==> config.mk <==
export PLATFORM = sky130hd
export DESIGN_NAME = complementary_color_clash_check_top
export DESIGN_NICKNAME = d
export VERILOG_FILES = /design/src/rtl/cccc_pkg.sv /design/src/rtl/complementary_color_clash_check_top.sv /design/src/rtl/cccc_prep.sv /design/src/rtl/cccc_cell.sv /design/src/rtl/cccc_finish.sv
export SDC_FILE = /design/constraint.sdc
export NUM_CORES = 2
export LEC_CHECK = 0
export ABC_AREA = 0
export BUFFER_PORTS_ARGS = -buffer_cell sky130_fd_sc_hd__buf_2
export CORE_MARGIN = 2
export CORE_UTILIZATION = 35
export CTS_CLUSTER_SIZE = 28
export DETAILED_ROUTE_END_ITERATION = 8
export GPL_TIMING_DRIVEN = 1
export PLACE_DENSITY = 0.6
export SETUP_SLACK_MARGIN = 0.02
export SLEW_MARGIN = 10
export SYNTH_ARGS = -nofsm -noshare
export SYNTH_HDL_FRONTEND = slang
export SYNTH_SLANG_ARGS = --single-unit
export TNS_END_PERCENT = 5
==> constraint.sdc <==
create_clock -name i_clk -period 12.1 [get_ports i_clk]
set_input_delay 1.815 -clock i_clk [delete_from_list [all_inputs] [get_ports i_clk]]
set_output_delay 1.815 -clock i_clk [all_outputs]
set_load 0.02 [all_outputs]
==> src/rtl/cccc_pkg.sv <==
// Shared types and constants for the complementary color clash check.
// Holds the channel words, the divider lane and stage records, and the register map.
// Depends on nothing; every module of the block imports it.
package cccc_pkg;

    // Hue scale: 1/64 degree, full turn, half turn and one sixth of a turn
    localparam logic [14:0] HUE_FULL  = 15'd23040;
    localparam logic [14:0] HUE_HALF  = 15'd11520;
    localparam logic [11:0] HUE_SIXTH = 12'd3840;

    // Saturation is Q1.10
    localparam int SAT_FRAC_BITS = 10;

    // One divider cell per quotient bit
    localparam int N_STEPS = 15;

    // Lanes carried through the divider chain
    localparam int N_LANES      = 4;
    localparam int LANE_TOP_HUE = 0;
    localparam int LANE_TOP_SAT = 1;
    localparam int LANE_BOT_HUE = 2;
    localparam int LANE_BOT_SAT = 3;

    // Configuration register map
    typedef enum logic [1:0] {
        CFG_SAT_NUM   = 2'd0,
        CFG_SAT_DEN   = 2'd1,
        CFG_BAND_LOW  = 2'd2,
        CFG_BAND_HIGH = 2'd3
    } t_cfg_idx;

    localparam int CFG_DATA_W = 14;

    typedef struct packed {
        logic [7:0] top_red;
        logic [7:0] top_green;
        logic [7:0] top_blue;
        logic [7:0] bottom_red;
        logic [7:0] bottom_green;
        logic [7:0] bottom_blue;
        logic       mode_is_normal;
    } t_in_word;

    typedef struct packed {
        logic [14:0] top_hue;
        logic [10:0] top_sat;
        logic [14:0] bottom_hue;
        logic [10:0] bottom_sat;
        logic [13:0] hue_distance;
        logic        clash;
    } t_out_word;

    // Restoring divider lane: partial remainder, divisor, and the working
    // word that feeds dividend bits out the top and takes quotient bits in
    typedef struct packed {
        logic [7:0]  rem;
        logic [7:0]  den;
        logic [14:0] w;
    } t_lane;

    typedef struct packed {
        logic                      valid;
        logic                      mode;
        t_lane [N_LANES-1:0]       lane;
    } t_stage;

    typedef struct packed {
        logic [7:0]  sat_num;
        logic [7:0]  sat_den;
        logic [13:0] band_low;
        logic [13:0] band_high;
    } t_cfg;

endpackage

==> src/rtl/complementary_color_clash_check_top.sv <==
// Top level of the complementary color clash check.
// Instantiates cccc_prep, a chain of cccc_cell dividers and cccc_finish; holds the registers.
// Depends on cccc_pkg.
//
//   channel   handshake             payload      width
//   -------   -------------------   ----------   -----
//   input     i_start & !o_busy     i_in         49
//   result    o_done (one cycle)    o_result     67
//   config    i_cfg_we              i_cfg_idx    2 + 14 (i_cfg_data)
//
// One word is taken every cycle; o_busy stays low.
// The pipeline has one setup stage, 15 divider cells (one quotient bit
// each, all four lanes in parallel) and one result stage.
// Reset is synchronous; it clears the stage valid bits and loads the register defaults.
// The receiver cannot stall: each result shows for exactly one cycle.
module complementary_color_clash_check_top (
    input  logic                      i_clk,
    input  logic                      i_rst_n,
    input  logic                      i_start,
    output logic                      o_busy,
    input  cccc_pkg::t_in_word        i_in,
    output logic                      o_done,
    output cccc_pkg::t_out_word       o_result,
    input  logic                      i_cfg_we,
    input  logic [1:0]                i_cfg_idx,
    input  logic [cccc_pkg::CFG_DATA_W-1:0] i_cfg_data
);
    import cccc_pkg::*;

    t_cfg   r_cfg;
    t_stage w_stage [0:N_STEPS];

    // Register file writes
    always_ff @(posedge i_clk) begin
        if (!i_rst_n) begin
            r_cfg.sat_num   <= 8'd7;
            r_cfg.sat_den   <= 8'd10;
            r_cfg.band_low  <= 14'd8640;
            r_cfg.band_high <= 14'd11520;
        end else if (i_cfg_we) begin
            unique case (t_cfg_idx'(i_cfg_idx))
                CFG_SAT_NUM:   r_cfg.sat_num   <= i_cfg_data[7:0];
                CFG_SAT_DEN:   r_cfg.sat_den   <= i_cfg_data[7:0];
                CFG_BAND_LOW:  r_cfg.band_low  <= i_cfg_data;
                CFG_BAND_HIGH: r_cfg.band_high <= i_cfg_data;
                default:       r_cfg.sat_num   <= r_cfg.sat_num;
            endcase
        end
    end

    assign o_busy = 1'b0;

    cccc_prep u_prep (
        .i_clk   (i_clk),
        .i_rst_n (i_rst_n),
        .i_start (i_start),
        .i_in    (i_in),
        .o_stage (w_stage[0])
    );

    // Divider chain, one quotient bit per cell
    for (genvar g = 0; g < N_STEPS; g++) begin : g_cell
        cccc_cell u_cell (
            .i_clk   (i_clk),
            .i_rst_n (i_rst_n),
            .i_stage (w_stage[g]),
            .o_stage (w_stage[g+1])
        );
    end

    cccc_finish u_finish (
        .i_clk    (i_clk),
        .i_rst_n  (i_rst_n),
        .i_stage  (w_stage[N_STEPS]),
        .i_cfg    (r_cfg),
        .o_done   (o_done),
        .o_result (o_result)
    );

    // Every accepted word comes out after the fixed latency
    a_latency: assert property (@(posedge i_clk) disable iff (!i_rst_n)
        (i_start && !o_busy) |-> ##17 o_done)
        else $error("result strobe missing after fixed latency");

    // A clash needs nonzero saturation on both colors
    a_clash_sat: assert property (@(posedge i_clk) disable iff (!i_rst_n)
        (o_done && o_result.clash) |-> (o_result.top_sat != 11'd0
                                        && o_result.bottom_sat != 11'd0))
        else $error("clash raised with zero saturation");

    // Distance stays on the short way round
    a_dist_range: assert property (@(posedge i_clk) disable iff (!i_rst_n)
        o_done |-> (o_result.hue_distance <= 14'(HUE_HALF)))
        else $error("hue distance beyond half turn");

    // Saturation never exceeds one
    a_sat_range: assert property (@(posedge i_clk) disable iff (!i_rst_n)
        o_done |-> (o_result.top_sat <= 11'd1024 && o_result.bottom_sat <= 11'd1024))
        else $error("saturation beyond one");

endmodule

==> src/rtl/cccc_prep.sv <==
// Front stage: max/min/delta of both colors and the divider lane setup.
// Produces the hue and saturation dividends and divisors for the cell chain.
// Depends on cccc_pkg.
module cccc_prep (
    input  logic             i_clk,
    input  logic             i_rst_n,
    input  logic             i_start,
    input  cccc_pkg::t_in_word i_in,
    output cccc_pkg::t_stage   o_stage
);
    import cccc_pkg::*;

    t_stage r_stage;
    t_stage n_stage;

    // Build the hue lane: dividend 3840*k over delta, k = m*delta + x - y
    function automatic t_lane hue_lane(input logic [7:0] r, input logic [7:0] g,
                                       input logic [7:0] b);
        logic [7:0]  mx;
        logic [7:0]  mn;
        logic [7:0]  delta;
        logic [2:0]  m;
        logic [7:0]  x;
        logic [7:0]  y;
        logic [10:0] k;
        logic [22:0] num;
        t_lane       l;
        mx = r;
        mn = r;
        if (g > mx) mx = g;
        if (b > mx) mx = b;
        if (g < mn) mn = g;
        if (b < mn) mn = b;
        delta = mx - mn;
        // red wins a tie for the maximum, then green
        priority if (mx == r) begin
            m = (g >= b) ? 3'd0 : 3'd6;
            x = g;
            y = b;
        end else if (mx == g) begin
            m = 3'd2;
            x = b;
            y = r;
        end else begin
            m = 3'd4;
            x = r;
            y = g;
        end
        // modulo arithmetic: the true value is never negative
        k = 11'(delta) * 11'(m) + 11'(x) - 11'(y);
        num = 23'(k) * 23'(HUE_SIXTH);
        l.rem = num[22:15];
        l.den = delta;
        l.w   = num[14:0];
        return l;
    endfunction

    // Build the saturation lane: dividend delta << 10 over max
    function automatic t_lane sat_lane(input logic [7:0] r, input logic [7:0] g,
                                       input logic [7:0] b);
        logic [7:0]  mx;
        logic [7:0]  mn;
        logic [22:0] num;
        t_lane       l;
        mx = r;
        mn = r;
        if (g > mx) mx = g;
        if (b > mx) mx = b;
        if (g < mn) mn = g;
        if (b < mn) mn = b;
        num = 23'(mx - mn) << SAT_FRAC_BITS;
        l.rem = num[22:15];
        l.den = mx;
        l.w   = num[14:0];
        return l;
    endfunction

    // Set up all four lanes from the incoming word
    always_comb begin
        n_stage.valid = i_start;
        n_stage.mode  = i_in.mode_is_normal;
        n_stage.lane[LANE_TOP_HUE] = hue_lane(i_in.top_red, i_in.top_green, i_in.top_blue);
        n_stage.lane[LANE_TOP_SAT] = sat_lane(i_in.top_red, i_in.top_green, i_in.top_blue);
        n_stage.lane[LANE_BOT_HUE] = hue_lane(i_in.bottom_red, i_in.bottom_green,
                                              i_in.bottom_blue);
        n_stage.lane[LANE_BOT_SAT] = sat_lane(i_in.bottom_red, i_in.bottom_green,
                                              i_in.bottom_blue);
    end

    // Register the stage; only valid is control
    always_ff @(posedge i_clk) begin
        r_stage.mode <= n_stage.mode;
        r_stage.lane <= n_stage.lane;
        if (!i_rst_n) begin
            r_stage.valid <= 1'b0;
        end else begin
            r_stage.valid <= n_stage.valid;
        end
    end

    assign o_stage = r_stage;

endmodule

==> src/rtl/cccc_cell.sv <==
// One divider cell: takes one restoring division step on each of the four lanes.
// Cells are chained; each hands its registered stage to the next every cycle.
// Depends on cccc_pkg.
module cccc_cell (
    input  logic             i_clk,
    input  logic             i_rst_n,
    input  cccc_pkg::t_stage i_stage,
    output cccc_pkg::t_stage o_stage
);
    import cccc_pkg::*;

    t_stage r_stage;
    t_stage n_stage;

    // Shift in the next dividend bit, subtract the divisor if it fits
    function automatic t_lane div_step(input t_lane l);
        logic [8:0] t;
        t_lane      o;
        t = {l.rem, l.w[14]};
        o = l;
        if (t >= {1'b0, l.den}) begin
            o.rem = 8'(t - {1'b0, l.den});
            o.w   = {l.w[13:0], 1'b1};
        end else begin
            o.rem = t[7:0];
            o.w   = {l.w[13:0], 1'b0};
        end
        return o;
    endfunction

    // Step every lane, pass the sideband along
    always_comb begin
        n_stage       = i_stage;
        for (int i = 0; i < N_LANES; i++) begin
            n_stage.lane[i] = div_step(i_stage.lane[i]);
        end
    end

    always_ff @(posedge i_clk) begin
        r_stage.mode <= n_stage.mode;
        r_stage.lane <= n_stage.lane;
        if (!i_rst_n) begin
            r_stage.valid <= 1'b0;
        end else begin
            r_stage.valid <= n_stage.valid;
        end
    end

    assign o_stage = r_stage;

endmodule

==> src/rtl/cccc_finish.sv <==
// Back stage: special cases, circular hue distance, saturation tests and clash.
// Registers the result word and its strobe.
// Depends on cccc_pkg.
module cccc_finish (
    input  logic               i_clk,
    input  logic               i_rst_n,
    input  cccc_pkg::t_stage   i_stage,
    input  cccc_pkg::t_cfg     i_cfg,
    output logic               o_done,
    output cccc_pkg::t_out_word o_result
);
    import cccc_pkg::*;

    logic      r_done;
    t_out_word r_result;
    t_out_word n_result;

    logic [14:0] h_top;
    logic [14:0] h_bot;
    logic [10:0] s_top;
    logic [10:0] s_bot;
    logic [14:0] diff;
    logic [13:0] hue_dist;
    logic [17:0] sat_limit;
    logic        top_ok;
    logic        bot_ok;

    // Grey gives hue zero, black gives saturation zero
    always_comb begin
        h_top = (i_stage.lane[LANE_TOP_HUE].den == 8'd0) ? 15'd0
                                                          : i_stage.lane[LANE_TOP_HUE].w;
        h_bot = (i_stage.lane[LANE_BOT_HUE].den == 8'd0) ? 15'd0
                                                          : i_stage.lane[LANE_BOT_HUE].w;
        s_top = (i_stage.lane[LANE_TOP_SAT].den == 8'd0) ? 11'd0
                                                          : i_stage.lane[LANE_TOP_SAT].w[10:0];
        s_bot = (i_stage.lane[LANE_BOT_SAT].den == 8'd0) ? 11'd0
                                                          : i_stage.lane[LANE_BOT_SAT].w[10:0];
    end

    // Fold the hue difference onto the short way round
    always_comb begin
        diff = (h_top >= h_bot) ? (h_top - h_bot) : (h_bot - h_top);
        if (diff > HUE_HALF) begin
            hue_dist = 14'(HUE_FULL - diff);
        end else begin
            hue_dist = diff[13:0];
        end
    end

    // Saturation exceeds num/den when s*den > num*1024
    always_comb begin
        sat_limit = {i_cfg.sat_num, 10'd0};
        top_ok    = (19'(s_top) * 19'(i_cfg.sat_den)) > 19'(sat_limit);
        bot_ok    = (19'(s_bot) * 19'(i_cfg.sat_den)) > 19'(sat_limit);
    end

    always_comb begin
        n_result.top_hue      = h_top;
        n_result.top_sat      = s_top;
        n_result.bottom_hue   = h_bot;
        n_result.bottom_sat   = s_bot;
        n_result.hue_distance = hue_dist;
        n_result.clash        = i_stage.mode && top_ok && bot_ok
                                && (hue_dist >= i_cfg.band_low)
                                && (hue_dist <= i_cfg.band_high);
    end

    // Hold the word for one cycle under the strobe
    always_ff @(posedge i_clk) begin
        r_result <= n_result;
        if (!i_rst_n) begin
            r_done <= 1'b0;
        end else begin
            r_done <= i_stage.valid;
        end
    end

    assign o_done   = r_done;
    assign o_result = r_result;

endmodule

==> Word-level counts from Yosys, hierarchy flattened <==
Cells that the tools add are included.
{ "word_totals": {"inputBits": 69, "wordCells": 544, "output_inout_bits": 69, "reg_bits": 2044} }
{ "op_classes": {"n_eq_ne": 7, "reduce_logical": 13, "muxes": 144, "n_mul": 6, "order_cmp": 76, "add_sub_neg": 67} }
{ "op_table": {"columns": ["operator", "n"], "rows": [
  ["8-bit two-way mux", 72],
  ["9-bit by 8-bit greater-or-equal comparator with 1-bit output", 60],
  ["8-bit subtractor", 58],
  ["1-bit two-way mux", 60],
  ["15-bit two-way mux", 3],
  ["19-bit by 18-bit greater-than comparator with 1-bit output", 2],
  ["11-bit by 8-bit multiplier with 19-bit output", 2],
  ["8-bit equality test", 4],
  ["8-bit greater-than comparator", 4],
  ["8-bit logical NOT", 4],
  ["8-bit < comparator", 4],
  ["11-bit by 4-bit multiplier with 15-bit output, second input constant", 2],
  ["15-bit subtractor", 2],
  ["11-bit by 8-bit adder with 11-bit output", 2],
  ["8-bit by 3-bit multiplier with 11-bit output", 2],
  ["11-bit two-way mux", 2],
  ["11-bit by 8-bit subtractor with 11-bit output", 2],
  ["3-bit two-way mux", 6],
  ["8-bit by 8-bit subtractor with 9-bit output", 2],
  ["8-bit greater-or-equal comparator", 2],
  ["15-bit greater-or-equal comparator", 1],
  ["15-bit by 14-bit greater-than comparator with 1-bit output, second input constant", 1],
  ["14-bit greater-or-equal comparator", 1],
  ["14-bit less-or-equal comparator", 1],
  ["other kinds (7)", 14]
]} }

==> Depth between registers and ports, before layout <==
{ "logic_depth": {"depth_word": 11, "depth_mapped": 51, "ltp_nobuf": 48} }

==> By module <==
A second synthesis with hierarchy kept.
{ "hier_totals": {"hier_cells": 8441, "hier_area_um2": 89945.0} }
{ "modules_own_cells": {"columns": ["mod", "seq_area_each_um2", "cells_each", "instances", "area_per_inst_um2"], "rows": [
  ["cccc_cell (g_cell[0].u_cell ...)", 2522.4, 386, 12, 4503.1],
  ["cccc_finish", 1361.3, 1257, 1, 10385.0],
  ["cccc_prep", 1321.3, 1197, 1, 10382.5],
  ["cccc_cell (g_cell[4].u_cell ...)", 2522.4, 393, 2, 4434.3],
  ["cccc_cell (g_cell[6].u_cell)", 2522.4, 391, 1, 4506.8],
  ["complementary_color_clash_check_top", 880.8, 178, 1, 1765.4]
]} }

==> Least setup slack after synthesis <==
No wires, ideal clock.
{ "synth_timing": {"path_kind": "input-to-reg", "start": "input i_in[42] (netlist bit)", "end": "register u_prep.r_stage (netlist bit u_prep.o_stage[30])", "t_arrival_ns": 11.704, "setup_time_ns": 0.127, "n_path_buf": 3, "slack_ns": 0.270, "required_ns": 11.973, "cell_stages": 47, "path_cell_list": "inv_1 ha_1 nor2b_1 o211a_1 o21a_1 o21ai_2 clkbuf_1 a21oi_1 ha_1 and4_1 and2_1 clkbuf_1 nand2_1 o31a_1 nor3_4 mux2i_1 o2111ai_1 or4_1 [... 11 more ...] a21oi_1 xnor2_1 inv_1 fa_1 inv_1 fa_1 inv_1 ha_1 inv_1 o21bai_1 a21oi_1 nor2b_1 o21a_1 nor2_1 o21bai_1 a21oi_1 o21ai_0 xor2_1"} }
{ "synth_lines": {"columns": ["item", "line", "text"], "rows": [
  ["start, declared", "complementary_color_clash_check_top.sv:21", "input cccc_pkg::t_in_word i_in,"],
  ["end, declared", "cccc_prep.sv:13", "t_stage r_stage;"]
]} }

==> flow_metrics.py <==
metrics = {
    "die": {
        "die-height_um": 455,
        "core_um2": 202000,
        "die_x_um": 455,
        "die_area_um2": 207000,
        "initial_core_util_pct": 35.2,
        "rows": 165,
        "ios": 138,
    },
    "timing": {
        "hold_viol_final": 0,
        "period_needed_ns": 11.25,
        "drv_slew": 0,
        "period_share_pct": 93.0,
        "finalSetupTns_ns": 0,
        "max_clock_freq_mhz": 88.9,
        "worst_pin_slew_ns": 1.23,
        "fin_worst_skew_ns": 0.0277,
        "worst_slack_ns": 0.853,
        "slew_headroom_pct": 18.0,
        "grt_setup_unrepaired": "false",
        "setup_viol": 0,
    },
    "grt": {
        "globalRouteOverflowTotal": 0,
        "grt_pass1_wl_um": 235000,
        "antenna_found_initial": 0,
        "grt_pass1_vias": 49700,
        "grt_usage_pct": 13.5,
        "grt_max_degree": 62,
    },
    "cts": {
        "cts_made_buffers": 161,
        "clockBufferDepth": 3,
        "post_cts_buffers": 0,
        "clock_latency_ns": 0.78,
        "tritoncts": "yes",
        "ctsResizeCount": 0,
        "clock_sinks": 1550,
        "clk_pin_slew_worst_paths_ns": 0.06,
        "htreeDepth": 4,
        "root_buffer": "clkbuf_16",
        "holdBufCountCts": 0,
    },
    "worst_setup_path": {
        "crit_type": "input pin to flop",
        "max_stage_delay_ns": 0.54,
        "cp_common_cell": "inv_1",
        "cp.arrival_ns": 11.88,
        "endpoint_kind": "flop",
        "cp_slowest_cell": "fa_1",
        "worstPathMaxFanout": 23,
        "cp.required_ns": 12.74,
        "critical_path.startpoint_type": "input pin",
    },
    "final_layout": {
        "seq_area_um2": 31000,
        "drive_gt1_share_pct": 7.10,
        "area_delta_synth_final_pct": 14.1,
        "fillers": 19600,
        "multi_input_area_um2": 35400,
        "stdcell_count": 10400,
        "nets": 8698,
        "final_core_util_pct": 40.1,
    },
    "routing": {
        "vias": 48100,
        "dr.pass1.iters": 5,
        "ant_nets": 0,
        "routed_wl_um": 139000,
        "wire_per_inst_um": 13.4,
        "drt_iter0_drc": 2105,
        "post_drt_via_cell_ratio": 4.62,
        "drc": 0,
    },
    "placed_design": {
        "dp.cells": 10100,
        "port_buffers": 136,
        "hpwl_um": 109000,
        "dp_slack_ns": 0.111,
        "place.gp.congestion": 0.876,
    },
    "yosys": {
        "synth_area_leaders": "dfxtp_1 44%, ha_1 14%, fa_1 6.3%",
        "synth_cell_type_count": 77,
        "yosysMostFrequentCell": "dfxtp_1",
        "synth_top_flop_cell": "dfxtp_1",
        "syn_inst": 7361,
        "synth_top_area_share_pct": 43.7,
        "synth_top_area_cell": "dfxtp_1",
        "yosys_warnings": 0,
        "syn_avg_cell_area_um2": 9.65,
        "netlist_area_um2": 71000,
        "ys_seq_area_share_pct": 43.7,
        "ys_ff_latch": 1550,
        "synthTopCellsByCount": "1550 x dfxtp_1, 1070 x inv_1, 794 x ha_1",
        "async_reset_ff_share_pct": 0,
        "synth_fp_nets": 8447,
        "synth_edf_count": 0,
    },
    "status": {
        "outcome": "finished, final reports clean",
    },
    "hold_path": {
        "hold_path.class": "flop to flop",
    },
    "job": {
        "maxCapViolCount": 0,
    },
}
## cells in the final DEF, fill, tap and decap left out, types with 25 or more instances in the layout
cell       instances
a21boi_0          78
a21o_1           101
a21oi_1          224
and2_1           109
and3_1            87
buf_2            136
buf_4             95
clkbuf_1          25
clkbuf_16        164
clkbuf_8          37
dfxtp_1         1550
fa_1             223
ha_1             794
inv_1           1070
mux2i_1           85
nand2_1          630
nand2b_1         147
nand3_1           63
nand4_1          100
nor2_1           352
nor2b_1          207
o211a_1           51
o21a_1            29
o21ai_0          617
o21bai_1          29
o31ai_1          114
or4_1             50
xnor2_1          151
xor2_1           149
## cells by family (layout without fill, tap and decap cells)
kind of cell             count (synthesis)  in the layout  share of synthesized area, %
XOR/XNOR                               300            300                          3.70
other                                    1              2                       0.00528
AO/OA/AOI/OAI                         1351           1351                          11.6
flip-flops                            1550           1550                          43.7
AND/OR/NAND/NOR                       1811           1811                          12.5
multiplexers                           115            115                          1.71
adder cells (fa/ha/maj)               1019           1019                          20.3
buffers and inverters                 1214           1599                          6.45
## worst max-delay path, delay by kind of cell
family                     cells  cell delay (ns)
adders and majority gates      9             3.69
muxes                          2             0.61
buffers and inverters         10             1.14
AOI/OAI and AO/OA             15             2.79
and+or+nand+nor                6             1.45
xor gates and xnor gates       2             0.32
## path summary, 6_finish.rpt
path / start / end / slack (ns) / cells past startpoint
worst min register to register: g_cell[13].u_cell.o_stage[35] / g_cell[14].u_cell.o_stage[36] / 0.31 / 0
worst min-delay path: g_cell[13].u_cell.o_stage[35] / g_cell[14].u_cell.o_stage[36] / 0.31 / 0
worst max register to register: g_cell[14].u_cell.o_stage[20] / u_finish.o_result[0] / 3.25 / 30
worst max-delay path: i_in[19] / u_prep.o_stage[92] / 0.85 / 44
## metal layers
metal | track usage, % | part of all wire, % | vias up
met4 | 4.42 | 2.5 | 0
met2 | 24.2 | 48 | 786
met3 | 2.11 | 4.0 | 245
met1 | 16.5 | 45 | 22300
li1 | - | - | 24800
met5 | 0 | 0 | -
## sequential cells by signal, summed over array words and instances, names as in the netlist
signal / cells
r_cfg: 44
u_finish.o_result: 67
u_prep.o_stage: 66
u_finish.o_done: 1
g_cell.u_cell.o_stage: 1372
## through the flow
stage          hold slack, ns  area (um2)
2_1_floorplan           0.310       71000
4_1_cts                 0.312       81000
3_3_place_gp            0.310       75300
6_report                0.311       81000
5_1_grt                 0.322       81000
3_5_place_dp            0.312       75300
## layout make-up
class	instances	area share (%)
Clock buffer	226	5.81
Sequential cell	1550	38.3
Inverter	1070	4.96
Tap cell	2672	4.13
Multi-Input combinational cell	4597	43.7
Clock inverter	71	1.33
Timing Repair Buffer	232	1.74
Antenna cell	1	0.00309
Power is left out: the tool's default activity adds up to more than one toggle a clock period on the data nets, which glitch-free logic cannot reach.
